===== config.mk =====
export PLATFORM = sky130hd
export DESIGN_NAME = vsg_regs
export DESIGN_NICKNAME = d
export VERILOG_FILES = /design/src/design/vsg_pkg.sv /design/src/design/vsg_regs.sv
export SDC_FILE = /design/constraint.sdc
export NUM_CORES = 1
export LEC_CHECK = 0
export ABC_AREA = 1
export ABC_CLOCK_PERIOD_IN_PS = 1700
export BUFFER_PORTS_ARGS = -buffer_cell sky130_fd_sc_hd__buf_4
export CAP_MARGIN = 5
export CELL_PAD_IN_SITES_DETAIL_PLACEMENT = 0
export CELL_PAD_IN_SITES_GLOBAL_PLACEMENT = 1
export CORE_MARGIN = 5
export CORE_UTILIZATION = 27
export DETAILED_ROUTE_END_ITERATION = 10
export HOLD_SLACK_MARGIN = 0.15
export PLACE_DENSITY = 0.92
export SETUP_SLACK_MARGIN = 0.15
export SYNTH_ARGS = -nofsm -noshare
export SYNTH_HDL_FRONTEND = slang
export SYNTH_SLANG_ARGS = --single-unit

===== constraint.sdc =====
create_clock -name clk -period 1.7 [get_ports clk]
set_clock_uncertainty 0.1 [all_clocks]
set_input_delay 0.425 -clock clk [delete_from_list [all_inputs] [get_ports clk]]
set_output_delay 0.425 -clock clk [all_outputs]
set_load 0.01 [all_outputs]

===== src/design/vsg_pkg.sv =====
// vsg_pkg: shared constants, types and command struct for the volume sobel gradient block
// no dependencies; used by every module of the block
`timescale 1ns / 1ps
`default_nettype none

package vsg_pkg;

    localparam int MAX_DIM    = 64;
    localparam int VOXEL_BITS = 16;

    localparam int DIM_BITS   = $clog2(MAX_DIM);
    localparam int COORD_BITS = DIM_BITS + 1;
    localparam int ADDR_BITS  = 3 * DIM_BITS;
    localparam int SIZE_BITS  = 7;
    localparam int GRAD_BITS  = 21;
    localparam int OFF_BITS   = 2;

    localparam int APB_DATA_BITS = 32;
    localparam int APB_ADDR_BITS = 4;
    localparam int REG_IDX_BITS  = 2;

    // register indexes (byte address is 4 * index)
    localparam logic [REG_IDX_BITS-1:0] REG_SIZE_X = 2'd0;
    localparam logic [REG_IDX_BITS-1:0] REG_SIZE_Y = 2'd1;
    localparam logic [REG_IDX_BITS-1:0] REG_SIZE_Z = 2'd2;

    localparam logic [SIZE_BITS-1:0] SIZE_RESET = SIZE_BITS'(MAX_DIM);

    // neighbour offset codes: minus one, centre, plus one
    localparam logic [OFF_BITS-1:0] OFF_NEG = 2'd0;
    localparam logic [OFF_BITS-1:0] OFF_MID = 2'd1;
    localparam logic [OFF_BITS-1:0] OFF_POS = 2'd2;

    localparam logic MODE_LOAD  = 1'b0;
    localparam logic MODE_QUERY = 1'b1;

    typedef enum logic [3:0] {
        S_IDLE = 4'b0001,
        S_SCAN = 4'b0010,
        S_LAST = 4'b0100,
        S_HOLD = 4'b1000
    } vsg_state_t;

    typedef struct packed {
        logic                load_we;
        logic                start;
        logic                rd_en;
        logic [OFF_BITS-1:0] off_x;
        logic [OFF_BITS-1:0] off_y;
        logic [OFF_BITS-1:0] off_z;
        logic                publish;
    } vsg_cmd_t;

endpackage

`default_nettype wire


===== src/design/vsg_regs.sv =====
// vsg_regs: apb-style register file holding the three configured volume sizes
// depends on vsg_pkg
`timescale 1ns / 1ps
`default_nettype none

module vsg_regs (
    input  wire logic                                clk,
    input  wire logic                                rst_n,
    input  wire logic                                psel,
    input  wire logic                                penable,
    input  wire logic                                pwrite,
    input  wire logic [vsg_pkg::APB_ADDR_BITS-1:0]   paddr,
    input  wire logic [vsg_pkg::APB_DATA_BITS-1:0]   pwdata,
    output logic      [vsg_pkg::APB_DATA_BITS-1:0]   prdata,
    output logic                                     pready,
    output logic      [vsg_pkg::SIZE_BITS-1:0]       size_x,
    output logic      [vsg_pkg::SIZE_BITS-1:0]       size_y,
    output logic      [vsg_pkg::SIZE_BITS-1:0]       size_z
);

    logic [vsg_pkg::SIZE_BITS-1:0]    size_x_reg;
    logic [vsg_pkg::SIZE_BITS-1:0]    size_y_reg;
    logic [vsg_pkg::SIZE_BITS-1:0]    size_z_reg;
    logic [vsg_pkg::REG_IDX_BITS-1:0] reg_idx;
    logic                             wr_en;

    assign reg_idx = paddr[vsg_pkg::APB_ADDR_BITS-1:2];
    assign wr_en   = psel & penable & pwrite;
    assign pready  = 1'b1;

    always_ff @(posedge clk or negedge rst_n)
    begin
        if (!rst_n)
        begin
            size_x_reg <= vsg_pkg::SIZE_RESET;
            size_y_reg <= vsg_pkg::SIZE_RESET;
            size_z_reg <= vsg_pkg::SIZE_RESET;
        end
        else if (wr_en)
        begin
            case (reg_idx)
                vsg_pkg::REG_SIZE_X: size_x_reg <= pwdata[vsg_pkg::SIZE_BITS-1:0];
                vsg_pkg::REG_SIZE_Y: size_y_reg <= pwdata[vsg_pkg::SIZE_BITS-1:0];
                vsg_pkg::REG_SIZE_Z: size_z_reg <= pwdata[vsg_pkg::SIZE_BITS-1:0];
                default: ;
            endcase
        end
    end

    always_comb
    begin
        case (reg_idx)
            vsg_pkg::REG_SIZE_X: prdata = vsg_pkg::APB_DATA_BITS'(size_x_reg);
            vsg_pkg::REG_SIZE_Y: prdata = vsg_pkg::APB_DATA_BITS'(size_y_reg);
            vsg_pkg::REG_SIZE_Z: prdata = vsg_pkg::APB_DATA_BITS'(size_z_reg);
            default:             prdata = '0;
        endcase
    end

    assign size_x = size_x_reg;
    assign size_y = size_y_reg;
    assign size_z = size_z_reg;

endmodule

`default_nettype wire


* Word-level counts from Yosys, hierarchy flattened
Index checks and enable logic that the tools add are counted.
** Cells by class
- Equality and inequality tests :: 2
- $lt $le $gt $ge :: 0
- $mul :: 0
- Multiplexer cells :: 1
- Bitwise gates (word level) :: 2
- Reduce and logical (&&, ||, !) cells :: 4
- Add/sub/neg operators :: 0
- Div/mod/pow operators :: 0
- Shift-type cells :: 0
** Operator list (count)
- $pmux 7 s3 :: 1
- $reduce_and 2->1 :: 3
- $and 1x1->1 :: 2
- $eq 2x1->1 const B :: 1
- $eq 2x2->1 const B :: 1
- $logic_not 2->1 :: 1
** Storage, ports and cells
- Register bits :: 21
- Logic and storage cells :: 12
- Memories kept :: 0
- Bits in latches :: 0
- Input bits :: 41
- RAM bits :: 0
- ROM bits :: 0

* Longest topological paths before layout
Gate-level depths: netlist of run 1.
- Word-level depth :: 3
- Depth in mapped cells :: 6
- Depth with buffers taken out :: 6

* Least setup slack after synthesis of run 1
OpenSTA, ideal clock, no wires.
- Path kind :: input to output
- Start point :: input paddr[3] in the netlist's numbering
- End point :: output prdata[0] in the netlist's numbering
- Arrival :: 0.841 ns
- Data required time :: 1.175 ns
- Path buffers :: 0
- Setup slack :: 0.334 ns
- Cell stages on the path :: 3
- Cells stage by stage :: nor2_2 -> nand2_1 -> nand3_1
** On the way
- Word-level cells in the longest chain between the ends :: 2
** Ends and longest elaborated chain
- start: declaration :: RTL line vsg_regs.sv:12 : input wire logic [vsg_pkg::APB_ADDR_BITS-1:0] paddr,
- $eq 2x2->1 (tied with other cells) :: RTL line vsg_regs.sv:52 : case (reg_idx)
- $pmux 7 s3 (*) :: RTL line vsg_regs.sv:52
- end: declaration :: RTL line vsg_regs.sv:14 : output logic [vsg_pkg::APB_DATA_BITS-1:0] prdata,
Mark *: on every way between the ends. The rest lies on a longest branch, timed or not.

* Worst setup path in the final report of run 1
- Start point :: register size_z_reg, in the netlist size_z[6]
- End point :: output prdata[6] in the netlist's numbering
** On the way
- Word-level cells in the longest chain between the ends :: 1
** Ends and longest elaborated chain
- start: declaration :: RTL line vsg_regs.sv:23 : logic [vsg_pkg::SIZE_BITS-1:0] size_z_reg;
- start signal: assignment :: RTL line vsg_regs.sv:37 : size_z_reg <= vsg_pkg::SIZE_RESET;
- start signal: assignment :: RTL line vsg_regs.sv:44 : vsg_pkg::REG_SIZE_Z: size_z_reg <= pwdata[vsg_pkg::SIZE_BITS-1:0];
- $pmux 7 s3 :: RTL line vsg_regs.sv:52
No other way between the ends.

==> reports/results.ini, run 1 <==
[status]
status=complete, no violations

[sta]
fmax_mhz=640
period_needed_ns=1.56
fin_crit_sh=0.919
layout_setup_ws_ns=0.138
slew_violations=0
setup_viol=0
tns_ns=0
hold_viol=0
grt_setup_unrepaired=true

[clock_network]
cts_max_level=1
clkSinkCount=21
cts_buffer_depth=2
clockRootBuffer=clkbuf_8
cts_tree=yes
path_clk_slew_ns=0.07
clock_latency_ns=0.25
numCtsBuffers=3

[drt]
vias_per_cell=4.00
drt-initial-drc-count=33
vias=1044
drc=0
dr.pass1.iters=4
wirelength_mm=3.29
wl_per_cell_um=12.6
ant_nets=0

[synth]
syn_area_per_cell_um2=7.44
yosys_warnings=0
postSynthCellCount=158
syn-cell-area_um2=1180
ys_types=11
seq_area_frac_synth=0.450
ys_seq_elements=21

[grt]
grt_pass1_vias=1067
overflow=0
track_usage=0.111
antenna_found_initial=0
grt_pass1_wl_mm=5.18
grt_max_degree=22

[power]
swShare=0.331
p_leak_nw=0.966
seqPwrFrac=0.440
power_frac_clock=0.201
vdd_drop_max_uv=279
power_density_nw_per_um2=940
combPwrFrac=0.359
netSwitchingPower_w=0.000527
p_int_w=0.00106

[die]
die_h_um=76
die_w_um=76
start_util=0.274
coreArea_um2=4290
pin_count=95
die-area_um2=5780
rows=24

[place]
numPortBuffers=41
place.gp.congestion=0.731
dp_cells=252
place_hpwl_mm=2.46
preCtsSetupSlack_ns=0.0182

[setup_path]
worstPathMaxFanout=2
start_kind=flip-flop
ff2ff_path_depth=3
regToRegStartpoint=size_z[6]$_DFFE_PN1P_
rr_endpoint=size_z[6]$_DFFE_PN1P_
crit_required_ns=1.17
endpoint=prdata[6]
end_kind=output pin
arrival_ns=1.04
crit_type=reg -> out
r2r_setup_slack_ns=0.80
crit_start=size_z[6]$_DFFE_PN1P_

[finish]
nFillCells=459
regArea_um2=529
areaGrowthSynthToFinish_pct=43.9
finalNonFillerCells=261
multi_input_area_um2=591
diodes=0
fin_nets=251
drive_above_1_share=0.383

[hold_path]
hold_class=in -> reg

[flow_run]
drv_cap=0

## worst min-delay path by stage
stage	cells after the start	slack (ns)	endpoint	startpoint
after floorplan	0	0.03	size_x[0]$_DFFE_PN0P_	rst_n
after global placement	1	0.22	size_y[5]$_DFFE_PN0P_	rst_n
after detailed placement	1	0.23	size_z[2]$_DFFE_PN0P_	rst_n
after CTS	3	0.29	size_x[6]$_DFFE_PN1P_	pwdata[6]
after global routing	3	0.29	size_x[6]$_DFFE_PN1P_	pwdata[6]
final	3	0.29	size_z[1]$_DFFE_PN0P_	pwdata[1]
## routing by layer
metal	track usage	routed length (um)	vias to the layer above
met5	0	0	-
met4	0.0569	71	0
met3	0.0248	186	6
met2	0.205	1880	36
met1	0.117	1160	470
li1	-	-	532
## critical path, cell delays in order, from the launching register on
cell	delay, ns
dfstp_2	0.54
nand2_1	0.05
nand3_1	0.08
buf_4	0.12
## cells in the final DEF (no fill, tap or decap), drive strengths merged
| master | count |
|---|---|
| nand2 | 91 |
| nor2 | 5 |
| buf | 48 |
| nand3 | 8 |
| inv | 5 |
| clkbuf | 4 |
| dfstp | 3 |
| dlygate4sd3 | 1 |
| dfrtp | 18 |
| conb | 26 |
## cell type report
| type | instances | share of cell area |
|---|---|---|
| multi-input cells | 130 | 0.349 |
| flip-flops and latches | 21 | 0.313 |
| repair buffers | 49 | 0.251 |
| well taps | 52 | 0.0384 |
| clock buffers | 4 | 0.0266 |
| inverters | 5 | 0.0229 |
## cell usage after synthesis, drive strengths merged
library cell,n,area [um^2]
dfstp,3,78.8
buf,26,195
nor2,5,31.3
inv,5,18.8
nand2,91,349
conb,2,7.51
nand3,8,45.0
dfrtp,18,450
## power by group through the flow
stage | clock network [W] | logic, W | registers (W)
after floorplan | 0 | 0.000207 | 0.000742
after global placement | 0 | 0.000490 | 0.000701
final | 0.000320 | 0.000571 | 0.000701
after global routing | 0.000351 | 0.000625 | 0.000717
after detailed placement | 0 | 0.000501 | 0.000706
after CTS | 0.000328 | 0.000546 | 0.000695
## through the flow
stage	utilization	area (um^2)	hold slack, ns	power, W
after floorplan	-	1270	0.0294	0.000949
after global placement	0.341	1470	0.220	0.00119
after detailed placement	0.341	1470	0.225	0.00121
after CTS	0.377	1620	0.285	0.00157
after global routing	0.394	1690	0.291	0.00169
final	0.394	1690	0.285	0.00159
## what timing repair did
item                       CTS  global route
gates resized for setup     23            18
hold buffers                 1             0
hold endpoints to repair    18             0
pin swaps                    6             6
setup endpoints to repair    7             8
buffers inserted             3             1
## cells by family (layout without fill, tap and decap cells)
logic type	count (synthesis)	after routing	share of synthesized area
other	2	26	0.00639
DFF	21	21	0.450
buffers and inverters	31	58	0.182
and+or+nand+nor	104	104	0.362
Power figures use the tool's default switching activity.
==> inputs of run 2 (changes only) <==
==> constraint.sdc (replaced) <==
create_clock -name clk -period 1.7 [get_ports clk]
set_clock_uncertainty 0.1 [all_clocks]
set_input_delay 0.425 -clock clk [delete_from_list [all_inputs] [get_ports clk]]
set_output_delay 0.425 -clock clk [all_outputs]
set_load 0.005 [all_outputs]
==> reports/results.ini, run 2 (same netlist as run 1, synthesis figures left out) <==
[drt]
drt-initial-drc-count=51
vias_per_cell=4.04
ant_nets=0
wirelength_mm=3.29
vias=1054
dr.pass1.iters=4
wl_per_cell_um=12.6
drc=0

[sta]
fmax_mhz=646
hold_viol=0
period_needed_ns=1.55
slew_violations=0
grt_setup_unrepaired=true
setup_viol=0
fin_crit_sh=0.910
tns_ns=0

[setup_path]
crit_family=flip-flops
critPathBufInv=1
max_stage_delay_ns=0.54
regToRegStartpoint=size_z[6]$_DFFE_PN1P_
rr_endpoint=size_z[6]$_DFFE_PN1P_
crit_path_top_delay_cell=dfstp_2
crit_required_ns=1.17
crit_type=reg -> out
path_cells=nand2_1 -> nand3_1 -> buf_4
r2r_setup_slack_ns=0.80
end_kind=output pin
worstPathMaxFanout=2
arrival_ns=1.02
start_kind=flip-flop
ff2ff_path_depth=3

[grt]
overflow=0
grt_max_degree=22
use_met2=0.197
track_usage=0.110
antenna_found_initial=0
grt_use_met3=0.0260
grt_pass1_wl_mm=5.14
top_usage_layer=met2
grt_pass1_vias=1060
met1_usage=0.117

[place]
dp_cells=252
numPortBuffers=41
place.gp.congestion=0.731
place_hpwl_mm=2.46

[die]
start_util=0.274
die_w_um=76
die-area_um2=5780
die_h_um=76
coreArea_um2=4290
pin_count=95
rows=24

[finish]
fin_nets=251
diodes=0
areaGrowthSynthToFinish_pct=42.2
finalNonFillerCells=261
layout_common_cells=nand2_1, buf_4, conb_1
drive_above_1_share=0.397
layout_commonest_cell=nand2_1

[hold_path]
holdPathStages=3
hold_class=in -> reg
min_to=size_z[1]$_DFFE_PN0P_
hp-start=pwdata[1]

[power]
power_density_nw_per_um2=904
total_power_w=0.00151
vdd_drop_max_uv=275
p_leak_nw=0.953

[clock_network]
numCtsBuffers=3
clkSinkCount=21
path_clk_slew_ns=0.08
clock_latency_ns=0.25
clockRootBuffer=clkbuf_8
cts_buffer_depth=2
cts_max_level=1
cts_tree=yes

[status]
status=complete, no violations

[flow_run]
drv_cap=0

## run 2: repair_timing
item | in CTS | in global routing
hold buffers | 1 | 0
cloned | 0 | 0
hold endpoints to repair | 18 | 0
setup endpoints to repair | 7 | 7
pin swaps | 6 | 6
setup buffers | 3 | 1
resized for setup | 17 | 20
## run 2: worst max-delay path by stage
stage / cells after the start / from / slack, ns / endpoint
floorplan: 3 / paddr[3] / 0.37 / prdata[0]
global placement: 7 / paddr[3] / 0.04 / prdata[3]
detailed placement: 7 / paddr[3] / 0.03 / prdata[3]
CTS: 3 / size_y[6]$_DFFE_PN1P_ / 0.14 / prdata[6]
global route: 6 / paddr[3] / 0.11 / prdata[0]
finish: 3 / size_z[6]$_DFFE_PN1P_ / 0.15 / prdata[6]
## run 2: area by class of cell
class	count	area, um^2
inverter	5	38.8
sequential	21	529
tap	52	65.1
fill	464	2620
timing repair buffer	49	402
multi-input combinational	130	593
clock buffer	4	45.0
## run 2: per-stage QoR
step	utilization	hold slack, ns	worst slack (ns)	area (um^2)
5_1_grt	0.390	0.291	0.107	1670
2_1_floorplan	-	0.0294	0.366	1270
6_report	0.390	0.281	0.153	1670
4_1_cts	0.371	0.285	0.139	1590
3_3_place_gp	0.341	0.220	0.0406	1470
3_5_place_dp	0.341	0.225	0.0290	1470
## run 2: tightest hold or removal path: stages
cell     delay (ns)
buf_4          0.09
nand2_1        0.04
nand2_1        0.05
## run 2: report_power, final
part | switching, W | internal (W) | leakage (nW)
logic | 0.000217 | 0.000269 | 0.670
clock network | 0.000159 | 0.000167 | 0.0228
registers | 0.0000885 | 0.000612 | 0.260
## run 2: routing by layer
layer / wire length (um) / vias up
met3: 188 / 6
met5: 0 / -
met1: 1170 / 480
li1: - / 533
met2: 1850 / 35
met4: 75 / 0
==> inputs of run 3 (changes only) <==
Settings changed: ABC_CLOCK_PERIOD_IN_PS 1700 to 1750, CORE_UTILIZATION 27 to 25, PLACE_DENSITY 0.92 to 0.86.
Clock period 1.7 ns to 1.75 ns, I/O delays scaled along.
==> reports/results.ini, run 3 (same netlist as run 1, synthesis figures left out) <==
[place]
place_hpwl_mm=2.40
place.gp.congestion=0.737
dp_cells=253
numPortBuffers=41

[die]
coreArea_um2=4630
die-area_um2=6180
pin_count=95
start_util=0.254
die_h_um=78.6
rows=25
die_w_um=78.6

[sta]
fmax_mhz=635
period_needed_ns=1.57
fin_crit_sh=0.900
setup_viol=0
hold_viol=0
slew_violations=0
tns_ns=0
hold_slack_ns=0.300
grt_setup_unrepaired=true

[drt]
wl_per_cell_um=12.1
drc=0
wirelength_mm=3.20
vias=1058
ant_nets=0
vias_per_cell=4.01
drt-initial-drc-count=38
dr.pass1.iters=4

[grt]
grt_pass1_vias=1010
track_usage=0.102
antenna_found_initial=0
grt_max_degree=22
overflow=0
grt_pass1_wl_mm=4.86

[finish]
layout_common_cells=nand2_1, buf_4, conb_1
regArea_um2=529
areaGrowthSynthToFinish_pct=39.8
finish.utilization=0.355
nFillCells=508
fin_nets=252
multi_input_area_um2=573
drive_above_1_share=0.371
finalNonFillerCells=264
diodes=0
layout_commonest_cell=nand2_1

[clock_network]
cts_max_level=1
clockRootBuffer=clkbuf_8
path_clk_slew_ns=0.07
cts_buffer_depth=2
clock_latency_ns=0.25
numCtsBuffers=3
clkSinkCount=21
cts_tree=yes

[setup_path]
worstPathMaxFanout=4
end_kind=output pin
start_kind=input port
crit_type=in -> out
arrival_ns=1.04
r2r_setup_slack_ns=0.93
crit_required_ns=1.21

[power]
power_density_nw_per_um2=879
vdd_drop_max_uv=245
p_leak_nw=0.938

[flow_run]
drv_cap=0

[status]
status=complete, no violations

[hold_path]
hold_class=in -> reg

## run 3: cell count changes in the layout (fill, tap and decap cells not counted), sizes merged
cell / previous run / this run
buf: 48 / 49
## run 3: critical path: stages
cell     delay (ns)
buf_6          0.11
nor2_4         0.12
buf_6          0.12
nand2_1        0.05
nand3_1        0.09
buf_4          0.11
## run 3: where the power goes
group	switching, W	total, W	internal [W]
clock network	0.000144	0.000305	0.000162
registers	0.0000894	0.000685	0.000595
logic	0.000199	0.000455	0.000256
## run 3: through the flow
| stage | instance area [um^2] | power, W | worst slack, ns |
|---|---|---|---|
| 2_1_floorplan | 1270 | 0.000860 | 0.391 |
| 3_3_place_gp | 1460 | 0.00109 | 0.0433 |
| 3_5_place_dp | 1460 | 0.00110 | 0.0515 |
| 4_1_cts | 1570 | 0.00142 | 0.154 |
| 5_1_grt | 1640 | 0.00154 | 0.134 |
| 6_report | 1640 | 0.00145 | 0.176 |
## run 3: final timing paths
| path | startpoint | cells after the start | endpoint |
|---|---|---|---|
| worst max-delay path | paddr[2] | 6 | prdata[2] |
| worst min register to register | size_x[6]$_DFFE_PN1P_ | 2 | size_x[6]$_DFFE_PN1P_ |
| worst min-delay path | pwdata[4] | 3 | size_z[4]$_DFFE_PN0P_ |
| worst max register to register | size_y[6]$_DFFE_PN1P_ | 2 | size_y[6]$_DFFE_PN1P_ |
| max in group asynchronous | rst_n | 2 | size_z[6]$_DFFE_PN1P_ |
| min in group asynchronous | rst_n | 2 | size_x[2]$_DFFE_PN0P_ |
## run 3: area by class of cell
type | instances | share of cell area
clock buffers | 4 | 0.0274
inverters | 5 | 0.0221
multi-input cells | 130 | 0.349
flip-flops and latches | 21 | 0.322
well taps | 54 | 0.0411
repair buffers | 50 | 0.239
## run 3: metal layers
| layer | routed length (um) | GRT usage | up-vias |
|---|---|---|---|
| li1 | - | - | 535 |
| met1 | 1320 | 0.131 | 478 |
| met2 | 1550 | 0.157 | 43 |
| met3 | 303 | 0.0287 | 2 |
| met4 | 27 | 0.0472 | 0 |
| met5 | 0 | 0 | - |
## run 3: repair_timing
item,CTS,global route
setup endpoints to repair,7,7
hold buffers,1,0
pin swaps,4,6
endpoints found under the hold margin,18,0
gates resized for setup,14,14
buffers inserted,1,5
