$ cat src/design/vsg_pkg.sv
// vsg_pkg: shared constants, types and command struct for the volume sobel gradient block
// no dependencies; used by every module of the block
`timescale 1ns / 1ps
`default_nettype none

package vsg_pkg;

    localparam int MAX_DIM    = 64;
    localparam int VOXEL_BITS = 16;

    localparam int DIM_BITS   = $clog2(MAX_DIM);
    localparam int COORD_BITS = DIM_BITS + 1;
    localparam int ADDR_BITS  = 3 * DIM_BITS;
    localparam int SIZE_BITS  = 7;
    localparam int GRAD_BITS  = 21;
    localparam int OFF_BITS   = 2;

    localparam int APB_DATA_BITS = 32;
    localparam int APB_ADDR_BITS = 4;
    localparam int REG_IDX_BITS  = 2;

    // register indexes (byte address is 4 * index)
    localparam logic [REG_IDX_BITS-1:0] REG_SIZE_X = 2'd0;
    localparam logic [REG_IDX_BITS-1:0] REG_SIZE_Y = 2'd1;
    localparam logic [REG_IDX_BITS-1:0] REG_SIZE_Z = 2'd2;

    localparam logic [SIZE_BITS-1:0] SIZE_RESET = SIZE_BITS'(MAX_DIM);

    // neighbour offset codes: minus one, centre, plus one
    localparam logic [OFF_BITS-1:0] OFF_NEG = 2'd0;
    localparam logic [OFF_BITS-1:0] OFF_MID = 2'd1;
    localparam logic [OFF_BITS-1:0] OFF_POS = 2'd2;

    localparam logic MODE_LOAD  = 1'b0;
    localparam logic MODE_QUERY = 1'b1;

    typedef enum logic [3:0] {
        S_IDLE = 4'b0001,
        S_SCAN = 4'b0010,
        S_LAST = 4'b0100,
        S_HOLD = 4'b1000
    } vsg_state_t;

    typedef struct packed {
        logic                load_we;
        logic                start;
        logic                rd_en;
        logic [OFF_BITS-1:0] off_x;
        logic [OFF_BITS-1:0] off_y;
        logic [OFF_BITS-1:0] off_z;
        logic                publish;
    } vsg_cmd_t;

endpackage

`default_nettype wire

$ cat src/design/vsg_ctrl.sv
// vsg_ctrl: request handshake, neighbour scan sequencer and result valid flag
// depends on vsg_pkg
`timescale 1ns / 1ps
`default_nettype none

module vsg_ctrl (
    input  wire logic              clk,
    input  wire logic              rst_n,
    input  wire logic              in_valid,
    input  wire logic              mode,
    output logic                   in_ready,
    output logic                   out_valid,
    input  wire logic              out_ready,
    output vsg_pkg::vsg_cmd_t      cmd
);

    vsg_pkg::vsg_state_t state_reg, state_next;

    logic [vsg_pkg::OFF_BITS-1:0] off_x_reg, off_x_next;
    logic [vsg_pkg::OFF_BITS-1:0] off_y_reg, off_y_next;
    logic [vsg_pkg::OFF_BITS-1:0] off_z_reg, off_z_next;
    logic                         out_valid_reg, out_valid_next;
    logic                         accept;
    logic                         slot_free;

    assign in_ready  = (state_reg == vsg_pkg::S_IDLE);
    assign accept    = in_valid & in_ready;
    assign slot_free = ~out_valid_reg | out_ready;
    assign out_valid = out_valid_reg;

    always_comb
    begin
        state_next     = state_reg;
        off_x_next     = off_x_reg;
        off_y_next     = off_y_reg;
        off_z_next     = off_z_reg;
        out_valid_next = out_valid_reg & ~out_ready;

        cmd         = '0;
        cmd.off_x   = off_x_reg;
        cmd.off_y   = off_y_reg;
        cmd.off_z   = off_z_reg;

        case (state_reg)
            vsg_pkg::S_IDLE:
            begin
                if (accept)
                begin
                    if (mode == vsg_pkg::MODE_QUERY)
                    begin
                        cmd.start  = 1'b1;
                        off_x_next = vsg_pkg::OFF_NEG;
                        off_y_next = vsg_pkg::OFF_NEG;
                        off_z_next = vsg_pkg::OFF_NEG;
                        state_next = vsg_pkg::S_SCAN;
                    end
                    else
                    begin
                        cmd.load_we = 1'b1;
                    end
                end
            end
            vsg_pkg::S_SCAN:
            begin
                cmd.rd_en = 1'b1;
                // x fastest, then y, then z
                if (off_x_reg != vsg_pkg::OFF_POS)
                begin
                    off_x_next = off_x_reg + 1'b1;
                end
                else
                begin
                    off_x_next = vsg_pkg::OFF_NEG;
                    if (off_y_reg != vsg_pkg::OFF_POS)
                    begin
                        off_y_next = off_y_reg + 1'b1;
                    end
                    else
                    begin
                        off_y_next = vsg_pkg::OFF_NEG;
                        if (off_z_reg != vsg_pkg::OFF_POS)
                        begin
                            off_z_next = off_z_reg + 1'b1;
                        end
                        else
                        begin
                            state_next = vsg_pkg::S_LAST;
                        end
                    end
                end
            end
            vsg_pkg::S_LAST:
            begin
                state_next = vsg_pkg::S_HOLD;
            end
            vsg_pkg::S_HOLD:
            begin
                if (slot_free)
                begin
                    cmd.publish    = 1'b1;
                    out_valid_next = 1'b1;
                    state_next     = vsg_pkg::S_IDLE;
                end
            end
            default:
            begin
                state_next = vsg_pkg::S_IDLE;
            end
        endcase
    end

    always_ff @(posedge clk or negedge rst_n)
    begin
        if (!rst_n)
        begin
            state_reg     <= vsg_pkg::S_IDLE;
            off_x_reg     <= vsg_pkg::OFF_NEG;
            off_y_reg     <= vsg_pkg::OFF_NEG;
            off_z_reg     <= vsg_pkg::OFF_NEG;
            out_valid_reg <= 1'b0;
        end
        else
        begin
            state_reg     <= state_next;
            off_x_reg     <= off_x_next;
            off_y_reg     <= off_y_next;
            off_z_reg     <= off_z_next;
            out_valid_reg <= out_valid_next;
        end
    end

endmodule

`default_nettype wire

$ cat config.mk
export PLATFORM = sky130hd
export DESIGN_NAME = vsg_ctrl
export DESIGN_NICKNAME = d
export VERILOG_FILES = /design/src/design/vsg_pkg.sv /design/src/design/vsg_ctrl.sv
export SDC_FILE = /design/constraint.sdc
export NUM_CORES = 1
export LEC_CHECK = 0
export ABC_CLOCK_PERIOD_IN_PS = 1950
export BUFFER_PORTS_ARGS = -buffer_cell sky130_fd_sc_hd__buf_2
export CORE_MARGIN = 5
export CORE_UTILIZATION = 49
export DETAILED_ROUTE_END_ITERATION = 7
export GPL_TIMING_DRIVEN = 0
export PLACE_DENSITY_LB_ADDON = 0.3
export SETUP_SLACK_MARGIN = 0.1
export SYNTH_ARGS = -nofsm -noshare
export SYNTH_HDL_FRONTEND = slang
export SYNTH_SLANG_ARGS = --single-unit
$ cat constraint.sdc
create_clock -name clk -period 1.95 [get_ports clk]
set_input_delay 0.2925 -clock clk [delete_from_list [all_inputs] [get_ports clk]]
set_output_delay 0.2925 -clock clk [all_outputs]
set_load 0.005 [all_outputs]
; Word-level counts from Yosys, hierarchy flattened
; Index checks and enable logic that the tools add are counted.
[word_totals]
rom_bits = 0
register_bits = 11
out_inout_bits = 12
in_bits = 5
memories = 0
latchBits = 0
mem_bits_rw = 0
wordCells = 59
[op_classes]
order_cmp = 0
n_mux = 27
n_mul = 0
div_mod_pow = 0
eq_ne = 14
n_reduce_logical = 5
shift = 0
bitwise = 5
n_addsub = 3
[ops]
columns = operator, count
row1 = 4-bit 2-to-1 mux, 6
row2 = 2-bit 2-to-1 mux, 10
row3 = 2-bit != test (second input constant), 9
row4 = 4-bit case mux with 4 select lines, 1
row5 = 2-bit case mux with 2 select lines, 3
row6 = 6-bit AND reduction, 2
row7 = 1-bit 2-to-1 mux, 7
row8 = 2-bit by 1-bit adder with 2-bit output (second input constant), 3
row9 = 4-bit by 1-bit equality test with 1-bit output (second input constant), 1
row10 = 4-bit by 2-bit equality test with 1-bit output (second input constant), 1
row11 = 4-bit by 3-bit equality test with 1-bit output (second input constant), 1
row12 = 4-bit equality test (second input constant), 1
row13 = 4-bit AND reduction, 1
row14 = 3-bit AND reduction, 1
row15 = 1-bit AND, 2
row16 = 2-bit by 1-bit != test with 1-bit output (second input constant), 1
row17 = 1-bit inverter, 2
row18 = 2-bit nonzero test, 1
row19 = 1-bit OR, 1

; Depth between registers and ports, before layout
; Gate-level depths: netlist of run 1.
[depth]
ltp_word = 5
mapped_depth = 5
depth_no_buf = 5

; Worst setup path after synthesis of run 1
; No wires, ideal clock.
[synth_path]
path_kind = register to register
startpoint = reg state_reg[0]
endpoint = reg off_z_reg[1] (netlist bit)
setup_ps = 80
setup_slack_ps = 406
arrival_time_ps = 1464
required_time_ps = 1870
period_less_slack_ps = 1544
stages_incl_launch_ff = 5
cell_sequence = dfstp_2 -> buf_6 -> nor4b_4 -> or4b_1 -> o211ai_2
[synth_via]
elab_chain_cells = 4
elab_cells_between_ends = 11
cone_classes = eq/ne (7) / mux (1) / bitwise (1) / reduce/logical (2)
[synth_lines]
columns = item, line
row1 = "start, declared", vsg_ctrl.sv:17  ; vsg_pkg::vsg_state_t state_reg, state_next;
row2 = "start signal, assigned", vsg_ctrl.sv:116  ; state_reg <= vsg_pkg::S_IDLE;
row3 = "start signal, assigned", vsg_ctrl.sv:124  ; state_reg <= state_next;
row4 = 4-bit by 1-bit equality test with 1-bit output, "vsg_ctrl.sv:26, vsg_ctrl.sv:44"
row5 = 1-bit AND, vsg_ctrl.sv:27  ; assign accept = in_valid & in_ready;
row6 = 2-bit by 1-bit != test with 1-bit output (no source line), n/a
row7 = 6-bit AND reduction (no source line), n/a
row8 = "end signal, assigned", vsg_ctrl.sv:119  ; off_z_reg <= vsg_pkg::OFF_NEG;
row9 = "end signal, assigned", vsg_ctrl.sv:127  ; off_z_reg <= off_z_next;
row10 = "end, declared", vsg_ctrl.sv:21  ; logic [vsg_pkg::OFF_BITS-1:0] off_z_reg, off_z_next;
; Several ways; a longest one is shown, not always the timed one.
; A chain may end at the register's enable or synchronous reset.

==> results of run 1 <==
-- report_power, final --
group          total [mW]  internal [mW]  switching [mW]
Combinational       0.255          0.140           0.114
Sequential          0.318          0.270          0.0474
Clock               0.151         0.0790          0.0719
Total               0.723          0.490           0.234
-- timing repair --
item                                    in CTS  in global routing
hold endpoints to repair                    10                  0
endpoints found under the setup margin       3                  3
pin swaps                                    0                  2
gates resized for setup                      2                  3
buffers inserted                             0                  6
hold buffers                                 1                  0
-- per-layer routing --
metal | up-vias | global-route usage | share of wire
met2 | 19 | 0.228 | 0.46
met1 | 265 | 0.211 | 0.46
met4 | 0 | 0.0852 | 0.022
met3 | 4 | 0.0234 | 0.054
met5 | - | 0 | 0
li1 | 293 | - | -
-- worst max-delay path, stage by stage (launching register included) --
cell and delay (ns):
dfrtp_2 0.41, inv_2 0.06, or4_4 0.52, nor2b_1 0.11, buf_2 0.11
-- placed cells by master (no fill, tap or decap), types with 2 or more instances in the layout --
cell	n
buf_2	17
clkbuf_4	3
nand2_1	4
nor2_1	2
and2b_1	2
o211ai_1	3
nand2b_1	3
inv_1	5
dfrtp_2	2
o21ai_0	4
buf_4	6
nand4b_1	2
dfrtp_1	8
-- cell families after synthesis --
logic type      Yosys count
simple gates             26
compound gates           16
mux                       1
fa+ha+maj                 1
flops                    11
buf+inv                   8
-- area by class of cell --
type / count / area share
Clock buffer: 4 / 0.0310
Inverter: 6 / 0.0266
Tap cell: 15 / 0.0222
Multi-Input combinational cell: 44 / 0.412
Buffer: 2 / 0.0192
Sequential cell: 11 / 0.329
Timing Repair Buffer: 23 / 0.160
-- stage by stage --
| stage | instances | util |
|---|---|---|
| floorplan | 63 | - |
| global placement | 94 | 0.586 |
| detailed placement | 94 | 0.586 |
| CTS | 99 | 0.620 |
| global route | 105 | 0.659 |
| finish | 105 | 0.659 |
-- worst min-delay path by stage --
| stage | from | end | slack (ns) | depth (start not counted) |
|---|---|---|---|---|
| after floorplan | rst_n | off_x_reg[0] | -0.003 | 0 |
| after global placement | rst_n | off_z_reg[1] | 0.17 | 1 |
| after detailed placement | rst_n | off_z_reg[1] | 0.17 | 1 |
| after CTS | out_ready | state_reg[3] | 0.35 | 4 |
| after global routing | out_ready | out_valid | 0.38 | 3 |
| final | out_ready | state_reg[3] | 0.36 | 4 |
==> results.py, run 1 <==
metrics = {
    "timing": {
        "slew_viol_final": 0,
        "hold_viol": 0,
        "worst_margin_slew_ns": 0.488,
        "final.setup_skew_ns": 0.00118,
        "setup_total_negative_slack_ns": 0,
        "final.period_utilization": 0.904,
        "achievable-frequency_ghz": 0.567,
        "timing.max_slew.rel_slack": 0.674,
        "finalHoldWorstSlack_ns": 0.361,
        "rsz0062_at_grt": "yes",
        "final.min_clock_period_ns": 1.76,
        "post-route-worst-setup-slack_ns": 0.187,
        "setup-violations-final": 0,
    },
    "power_and_ir_drop": {
        "leakagePower_nw": 0.397,
        "worst_vdd_drop_uv": 504,
        "finalPower_uw": 723,
        "pwr_density_nw_per_um2": 854,
    },
    "clocking": {
        "tritoncts": "done",
        "clock_insertion_delay_worst_skew_ns": 0.26,
        "clk_root_buffer_cell": "clkbuf_4",
        "htree_levels": 1,
        "num_clock_sinks": 11,
        "cts_inserted_buffers": 3,
        "clk_transition_reported_paths_ns": 0.07,
        "cts_max_path_buffers": 2,
    },
    "synthesis": {
        "avgSynthCellArea_um2": 10.4,
        "synth_top_family_by_area": "simple AND/OR/NAND/NOR gates",
        "post_synth_fa_ha_maj_area_fraction": 0.0191,
        "synth_compound_gate_area_share": 0.184,
        "synth.yosys.seq_area_share": 0.423,
        "yosys_most_used_dff": "dfrtp_1",
        "yosys.cell_count.top_type": "dfrtp_1",
        "distinct_cell_type_count_after_synthesis": 35,
        "synthMuxAreaShare": 0.0153,
        "mappedNetlistArea_um2": 654,
        "fraction_of_post_synthesis_cell_area_in_the_top_cell_type_by_area": 0.382,
        "postSynth.asyncResetShare": 1.00,
        "ys_seq_elements": 11,
        "synth_simple_gate_area_share": 0.300,
        "synth_edf_count": 0,
        "synth_common_cells": "dfrtp_1, inv_1, nand2_1, o21ai_0",
        "netlist.top_cell.by_area": "dfrtp_1",
        "synth-xor-area-share": 0,
        "yosysWarningCount": 0,
        "synth_nets": 69,
        "postSynthCellCount": 63,
        "netlist_top_cells_area": "dfrtp_1, dfstp_2, nor4b_4, inv_1, o211ai_1",
    },
    "grt": {
        "global_route.overflow_total": 0,
        "largest_net_degree_at_the_start_of_global_routing": 12,
        "grt_pass1_wl_um": 2330,
        "grt_pass1_vias": 516,
        "number_of_antenna_violations_at_the_first_check_in_global_routing": 0,
        "gr-usage-all-layers": 0.154,
    },
    "critical_path": {
        "setup.worst_path.end_class": "output port",
        "r2r_cells": 5,
        "rr_startpoint": "state_reg[2]",
        "setup.worst_path.end": "cmd[0]",
        "critical_path_class": "reg2out",
        "setup.reg_to_reg.worst_slack_ns": 0.28,
        "r2r-end": "off_z_reg[1]",
        "timing.critical_path.fanout_max": 4,
        "endpoint_required_time_on_the_critical_path_ns": 1.66,
        "timing.critical_path.from_type": "register",
        "worst_ep_arrival_time_ns": 1.47,
        "cp-startpoint": "state_reg[3]",
    },
    "job": {
        "maxCapViolations": 0,
    },
    "detailed_routing": {
        "detailedRoute.firstPassIterationCount": 4,
        "vias": 581,
        "detail-route-antenna-nets": 0,
        "routedWlPerCell_um": 13.6,
        "drc_errors": 0,
        "detailedRoute.firstIterationViolations": 18,
        "routed_wirelength_um": 1430,
        "avgViaCountPerCell": 5.53,
    },
    "floorplan": {
        "fp.dieArea_um2": 2170,
        "die_w_um": 46.5,
        "num_io_pins": 17,
        "initial_core_utilization": 0.509,
        "num_rows": 13,
        "floorplan.core_area_um2": 1280,
        "floorplan.die.height_um": 46.5,
    },
    "final_layout": {
        "syn_to_final_growth_pct": 29.4,
        "nNetsFinal": 97,
        "largest_register_ff_count": 4,
        "drive_above_1_share": 0.400,
        "ff_latch_area_um2": 279,
        "multi_input_area_um2": 349,
        "antenna_cells": 0,
        "n_fill_cell": 105,
        "fin_area_um2": 847,
    },
    "placement": {
        "io_buffers": 16,
        "dpl_worst_slack_ns": 0.277,
        "finalWeightedCongestion": 0.697,
        "placedInstanceArea_um2": 753,
        "place_hpwl_um": 929,
    },
    "status": {
        "run_status": "complete, no violations",
    },
    "worst_hold_path": {
        "worst_hold_path_type": "in2reg",
    },
}
Power figures use the tool's default switching activity.
==> run 2: changes to the inputs <==
- HOLD_SLACK_MARGIN: default -> 0.02
- PLACE_DENSITY: default -> 0.75
- PLACE_DENSITY_LB_ADDON: 0.3 -> default
==> run 2 against run 1 <==
Effect of this change:
- combinational power barely moved
- sequential share of layout area fell by 0.19 points
- final cell count fell by 0.95%
- register-to-register slack got worse by 0.07 ns
- sequential power rose by 2%
- power rose by 2.5%
- routed wire length rose by 8.0%
- global-route usage rose by 1.2 points
- maximum frequency fell by 2.5%
- worst hold slack got worse by 0.046 ns
- via count rose by 0.17%
- critical path type unchanged
- critical endpoint unchanged
==> results.py, run 2 (synthesized netlist as in run 1, its figures left out) <==
metrics = {
    "grt": {
        "grt_pass1_wl_um": 2340,
        "gr-usage-all-layers": 0.166,
        "largest_net_degree_at_the_start_of_global_routing": 12,
        "grt_pass1_vias": 562,
        "global_route.overflow_total": 0,
        "number_of_antenna_violations_at_the_first_check_in_global_routing": 0,
    },
    "floorplan": {
        "fp.dieArea_um2": 2170,
        "num_rows": 13,
        "die_w_um": 46.5,
        "floorplan.core_area_um2": 1280,
        "floorplan.die.height_um": 46.5,
        "num_io_pins": 17,
        "initial_core_utilization": 0.509,
    },
    "timing": {
        "hold_viol": 0,
        "setup-violations-final": 0,
        "slew_viol_final": 0,
        "rsz0062_at_grt": "yes",
        "setup_total_negative_slack_ns": 0,
        "final.period_utilization": 0.928,
        "final.setup_skew_ns": 0.00296,
        "achievable-frequency_ghz": 0.553,
        "worst_margin_slew_ns": 0.466,
        "final.min_clock_period_ns": 1.81,
        "timing.max_slew.rel_slack": 0.689,
    },
    "placement": {
        "finalWeightedCongestion": 0.735,
        "io_buffers": 16,
        "place_hpwl_um": 989,
        "placedInstanceArea_um2": 753,
    },
    "detailed_routing": {
        "drc_errors": 0,
        "routedWlPerCell_um": 14.9,
        "detail-route-antenna-nets": 0,
        "vias": 582,
        "detailedRoute.firstIterationViolations": 11,
        "avgViaCountPerCell": 5.60,
        "routed_wirelength_um": 1550,
        "detailedRoute.firstPassIterationCount": 4,
    },
    "final_layout": {
        "antenna_cells": 0,
        "drive_above_1_share": 0.382,
        "fin_area_um2": 852,
        "largest_register_ff_count": 4,
        "multi_input_area_um2": 349,
        "mostFrequentLayoutCells": "buf_2, dfrtp_1, inv_1",
        "syn_to_final_growth_pct": 30.2,
        "nNetsFinal": 96,
        "n_fill_cell": 103,
        "final_common_cell": "buf_2",
        "ff_latch_area_um2": 279,
    },
    "worst_hold_path": {
        "min_to": "out_valid",
        "worst_hold_path_type": "in2reg",
        "hold-path-cell-count": 3,
        "start_point_of_the_worst_hold_path": "out_ready",
    },
    "clocking": {
        "clock_insertion_delay_worst_skew_ns": 0.28,
        "clk_transition_reported_paths_ns": 0.07,
        "htree_levels": 1,
        "num_clock_sinks": 11,
        "cts_inserted_buffers": 3,
        "tritoncts": "done",
        "cts_max_path_buffers": 2,
        "clk_root_buffer_cell": "clkbuf_4",
    },
    "critical_path": {
        "timing.critical_path.fanout_max": 8,
        "rr_startpoint": "state_reg[3]",
        "worst_path_largest_cell_delay_ns": 0.56,
        "timing.critical_path.from_type": "register",
        "r2r_cells": 6,
        "setup.reg_to_reg.worst_slack_ns": 0.21,
        "worst_ep_arrival_time_ns": 1.52,
        "critical_path_class": "reg2out",
        "endpoint_required_time_on_the_critical_path_ns": 1.66,
        "critical_path_s_slowest_cell": "or4_4",
        "worstPathCellList": "or4_4, nor2b_1, buf_2",
        "cp-startpoint": "state_reg[1]",
        "setup.worst_path.end_class": "output port",
        "r2r-end": "off_z_reg[1]",
    },
    "job": {
        "maxCapViolations": 0,
    },
    "power_and_ir_drop": {
        "pwr-share-seq": 0.439,
        "worst_vdd_drop_uv": 451,
        "clockPowerShare": 0.219,
        "pwr_density_nw_per_um2": 870,
        "p_int_uw": 491,
        "leakagePower_nw": 0.394,
        "power.switching_fraction": 0.338,
        "total_switching_power_uw": 250,
        "pwr-share-comb": 0.343,
    },
    "status": {
        "run_status": "complete, no violations",
    },
}
==> run 2: cell count changes in the layout (fill, tap and decap cells not counted), sizes merged <==
cell	delta
buf	-1
==> run 2: cell type report <==
type / instances / area share
Timing Repair Buffer: 22 / 0.164
Inverter: 6 / 0.0264
Sequential cell: 11 / 0.327
Buffer: 2 / 0.0191
Clock buffer: 4 / 0.0308
Tap cell: 15 / 0.0220
Multi-Input combinational cell: 44 / 0.410
==> run 2: power by group through the flow <==
stage,logic [mW],clock network (mW),registers [mW]
after global placement,0.216,0,0.321
after global routing,0.278,0.175,0.330
final,0.254,0.162,0.325
after CTS,0.228,0.165,0.323
after floorplan,0.144,0,0.316
after detailed placement,0.221,0,0.327
==> run 2: worst max path at each step <==
stage | end | slack, ns
after floorplan | off_z_reg[1] | 0.41
after global placement | off_z_reg[1] | 0.29
after detailed placement | off_z_reg[1] | 0.29
after CTS | cmd[0] | 0.07
after global routing | cmd[8] | 0.09
final | cmd[0] | 0.14
==> run 2: repair_timing <==
| item | 4_1_cts | 5_1_grt |
|---|---|---|
| setup endpoints to repair | 3 | 4 |
| hold buffers | 1 | 0 |
| setup buffers | 0 | 5 |
| pin swaps | 0 | 2 |
| endpoints found under the hold margin | 10 | 0 |
| gates resized for setup | 2 | 2 |
==> run 2: metal layers <==
| metal | routed length, µm | track usage | share of wire | vias up |
|---|---|---|---|---|
| met1 | 642 | 0.165 | 0.42 | 274 |
| li1 | - | - | - | 289 |
| met2 | 776 | 0.286 | 0.50 | 15 |
| met4 | 40 | 0.108 | 0.026 | 0 |
| met5 | 0 | 0 | 0 | - |
| met3 | 87 | 0.0586 | 0.056 | 4 |
==> run 2: per-stage QoR <==
| step | utilization | worst slack [ns] | cells | power (mW) | hold WS, ns |
|---|---|---|---|---|---|
| after floorplan | - | 0.406 | 63 | 0.460 | -0.00309 |
| after global routing | 0.663 | 0.0861 | 104 | 0.782 | 0.356 |
| after detailed placement | 0.586 | 0.289 | 94 | 0.548 | 0.176 |
| after global placement | 0.586 | 0.287 | 94 | 0.537 | 0.177 |
| after CTS | 0.620 | 0.0748 | 99 | 0.716 | 0.319 |
| final | 0.663 | 0.141 | 104 | 0.741 | 0.315 |
==> run 2: critical path: cells and delay by family (launching register included) <==
family | cells | cell delay, ns
buf+inv | 1 | 0.11
flops | 1 | 0.46
simple gates | 2 | 0.67
==> run 3: changes to the inputs <==
--- a/config.mk
+++ b/config.mk
@@ -13,4 +13,5 @@
 export GPL_TIMING_DRIVEN = 0
 export HOLD_SLACK_MARGIN = 0.02
+export MAX_ROUTING_LAYER = met4
 export PLACE_DENSITY = 0.75
 export SETUP_SLACK_MARGIN = 0.1
==> constraint.sdc (replaced) <==
create_clock -name clk -period 1.95 [get_ports clk]
set_input_delay 0.2925 -clock clk [delete_from_list [all_inputs] [get_ports clk]]
set_output_delay 0.2925 -clock clk [all_outputs]
set_load 0.01 [all_outputs]
==> run 3 against run 2 <==
Effect of this change:
- clock skew fell by 0.0026 ns
- final cell count rose by 0.96%
- first-iteration DRC count fell by 55%
- via count rose by 0.17%
- flip-flop and latch count did not move
- setup slack got worse by 0.022 ns
- largest power group unchanged
- highest routed layer unchanged
==> results.py, run 3 (synthesized netlist as in run 1, its figures left out) <==
metrics = {
    "power_and_ir_drop": {
        "p_int_uw": 488,
        "power.switching_fraction": 0.348,
        "worst_vdd_drop_uv": 451,
        "leakagePower_nw": 0.396,
        "pwr_density_nw_per_um2": 884,
        "clockPowerShare": 0.211,
        "pwr-share-seq": 0.433,
        "total_switching_power_uw": 261,
        "pwr-share-comb": 0.355,
    },
    "timing": {
        "final.min_clock_period_ns": 1.83,
        "post-route-worst-setup-slack_ns": 0.119,
        "final.period_utilization": 0.939,
        "rsz0062_at_grt": "yes",
        "setup_total_negative_slack_ns": 0,
        "timing.max_slew.rel_slack": 0.692,
        "final.setup_skew_ns": 0.000359,
        "setup-violations-final": 0,
        "hold_viol": 0,
        "worst_margin_slew_ns": 0.461,
        "slew_viol_final": 0,
        "achievable-frequency_ghz": 0.546,
        "finalHoldWorstSlack_ns": 0.318,
    },
    "grt": {
        "number_of_antenna_violations_at_the_first_check_in_global_routing": 0,
        "global_route.overflow_total": 0,
        "gr-usage-all-layers": 0.172,
        "largest_net_degree_at_the_start_of_global_routing": 12,
        "grt_pass1_wl_um": 2360,
        "grt_pass1_vias": 564,
    },
    "floorplan": {
        "die_w_um": 46.5,
        "fp.dieArea_um2": 2170,
        "initial_core_utilization": 0.509,
        "floorplan.core_area_um2": 1280,
        "floorplan.die.height_um": 46.5,
        "num_rows": 13,
        "num_io_pins": 17,
    },
    "status": {
        "run_status": "complete, no violations",
    },
    "clocking": {
        "tritoncts": "done",
        "htree_levels": 1,
        "num_clock_sinks": 11,
        "clk_transition_reported_paths_ns": 0.07,
        "clock_insertion_delay_worst_skew_ns": 0.28,
        "cts_max_path_buffers": 2,
        "cts_inserted_buffers": 3,
        "clk_root_buffer_cell": "clkbuf_4",
    },
    "placement": {
        "post-place-cells": 94,
        "dpl_worst_slack_ns": 0.289,
        "io_buffers": 16,
        "place_hpwl_um": 989,
        "finalWeightedCongestion": 0.744,
    },
    "detailed_routing": {
        "routedWlPerCell_um": 14.4,
        "drc_errors": 0,
        "vias": 583,
        "routed_wirelength_um": 1510,
        "detailedRoute.firstIterationViolations": 5,
        "avgViaCountPerCell": 5.55,
        "detail-route-antenna-nets": 0,
        "detailedRoute.firstPassIterationCount": 4,
    },
    "critical_path": {
        "worst_ep_arrival_time_ns": 1.54,
        "timing.critical_path.fanout_max": 8,
        "setup.worst_path.end_class": "output port",
        "r2r-end": "off_z_reg[1]",
        "critical_path_class": "reg2out",
        "setup.reg_to_reg.worst_slack_ns": 0.20,
        "setup.worst_path.end": "cmd[0]",
        "rr_startpoint": "state_reg[2]",
        "endpoint_required_time_on_the_critical_path_ns": 1.66,
        "cp-startpoint": "state_reg[1]",
        "r2r_cells": 5,
        "timing.critical_path.from_type": "register",
    },
    "final_layout": {
        "drive_above_1_share": 0.389,
        "final_common_cell": "buf_2",
        "n_fill_cell": 102,
        "layout.core_utilization": 0.659,
        "antenna_cells": 0,
        "mostFrequentLayoutCells": "buf_2, dfrtp_1, inv_1, buf_4",
        "nNetsFinal": 97,
        "largest_register_ff_count": 4,
        "syn_to_final_growth_pct": 29.4,
        "stdcell_count": 105,
    },
    "job": {
        "maxCapViolations": 0,
    },
    "worst_hold_path": {
        "worst_hold_path_type": "in2reg",
    },
}
==> run 3: cell type report <==
class	count	area [µm²]	share of cell area
buffer	2	16.3	0.0192
clock buffer	4	26.3	0.0310
inverter	6	22.5	0.0266
multi-input combinational	44	349	0.412
sequential	11	279	0.329
tap	15	18.8	0.0222
timing repair buffer	23	135	0.160
==> run 3: power groups by stage <==
stage	registers [mW]	clock network (mW)	logic, mW
after floorplan	0.325	0	0.151
after global placement	0.321	0	0.233
after detailed placement	0.327	0	0.238
after CTS	0.323	0.165	0.245
after global routing	0.330	0.175	0.290
final	0.325	0.158	0.266
==> run 3: worst min path at each step <==
stage / start / to / slack [ns] / cells after the start
after floorplan: rst_n / off_x_reg[0] / -0.003 / 0
after global placement: rst_n / state_reg[3] / 0.18 / 1
after detailed placement: rst_n / state_reg[3] / 0.18 / 1
after CTS: out_ready / out_valid / 0.32 / 3
after global routing: out_ready / out_valid / 0.36 / 3
final: out_ready / out_valid / 0.32 / 3
==> run 3: timing repair <==
item | CTS | global route
hold buffers | 1 | 0
setup endpoints to repair | 4 | 4
pin swaps | 0 | 2
gates resized for setup | 2 | 2
endpoints found under the hold margin | 10 | 0
buffers inserted | 0 | 6
==> run 3: per-stage QoR <==
step	total power [mW]	cell area (µm²)
global route	0.795	847
detailed placement	0.565	753
CTS	0.733	797
global placement	0.554	753
floorplan	0.476	654
finish	0.749	847
==> run 3: critical path, stage by stage (launching register included) <==
cell and delay [ns]:
dfrtp_2 0.46, or4_4 0.56, nor2b_1 0.11, buf_2 0.13
==> run 3: metal layers <==
layer  up-vias  track usage  routed length (µm)
met5         -            -                   0
met4         0        0.108                  40
met3         4       0.0586                  76
met2        11        0.288                 778
met1       277        0.167                 611
li1        291            -                   -
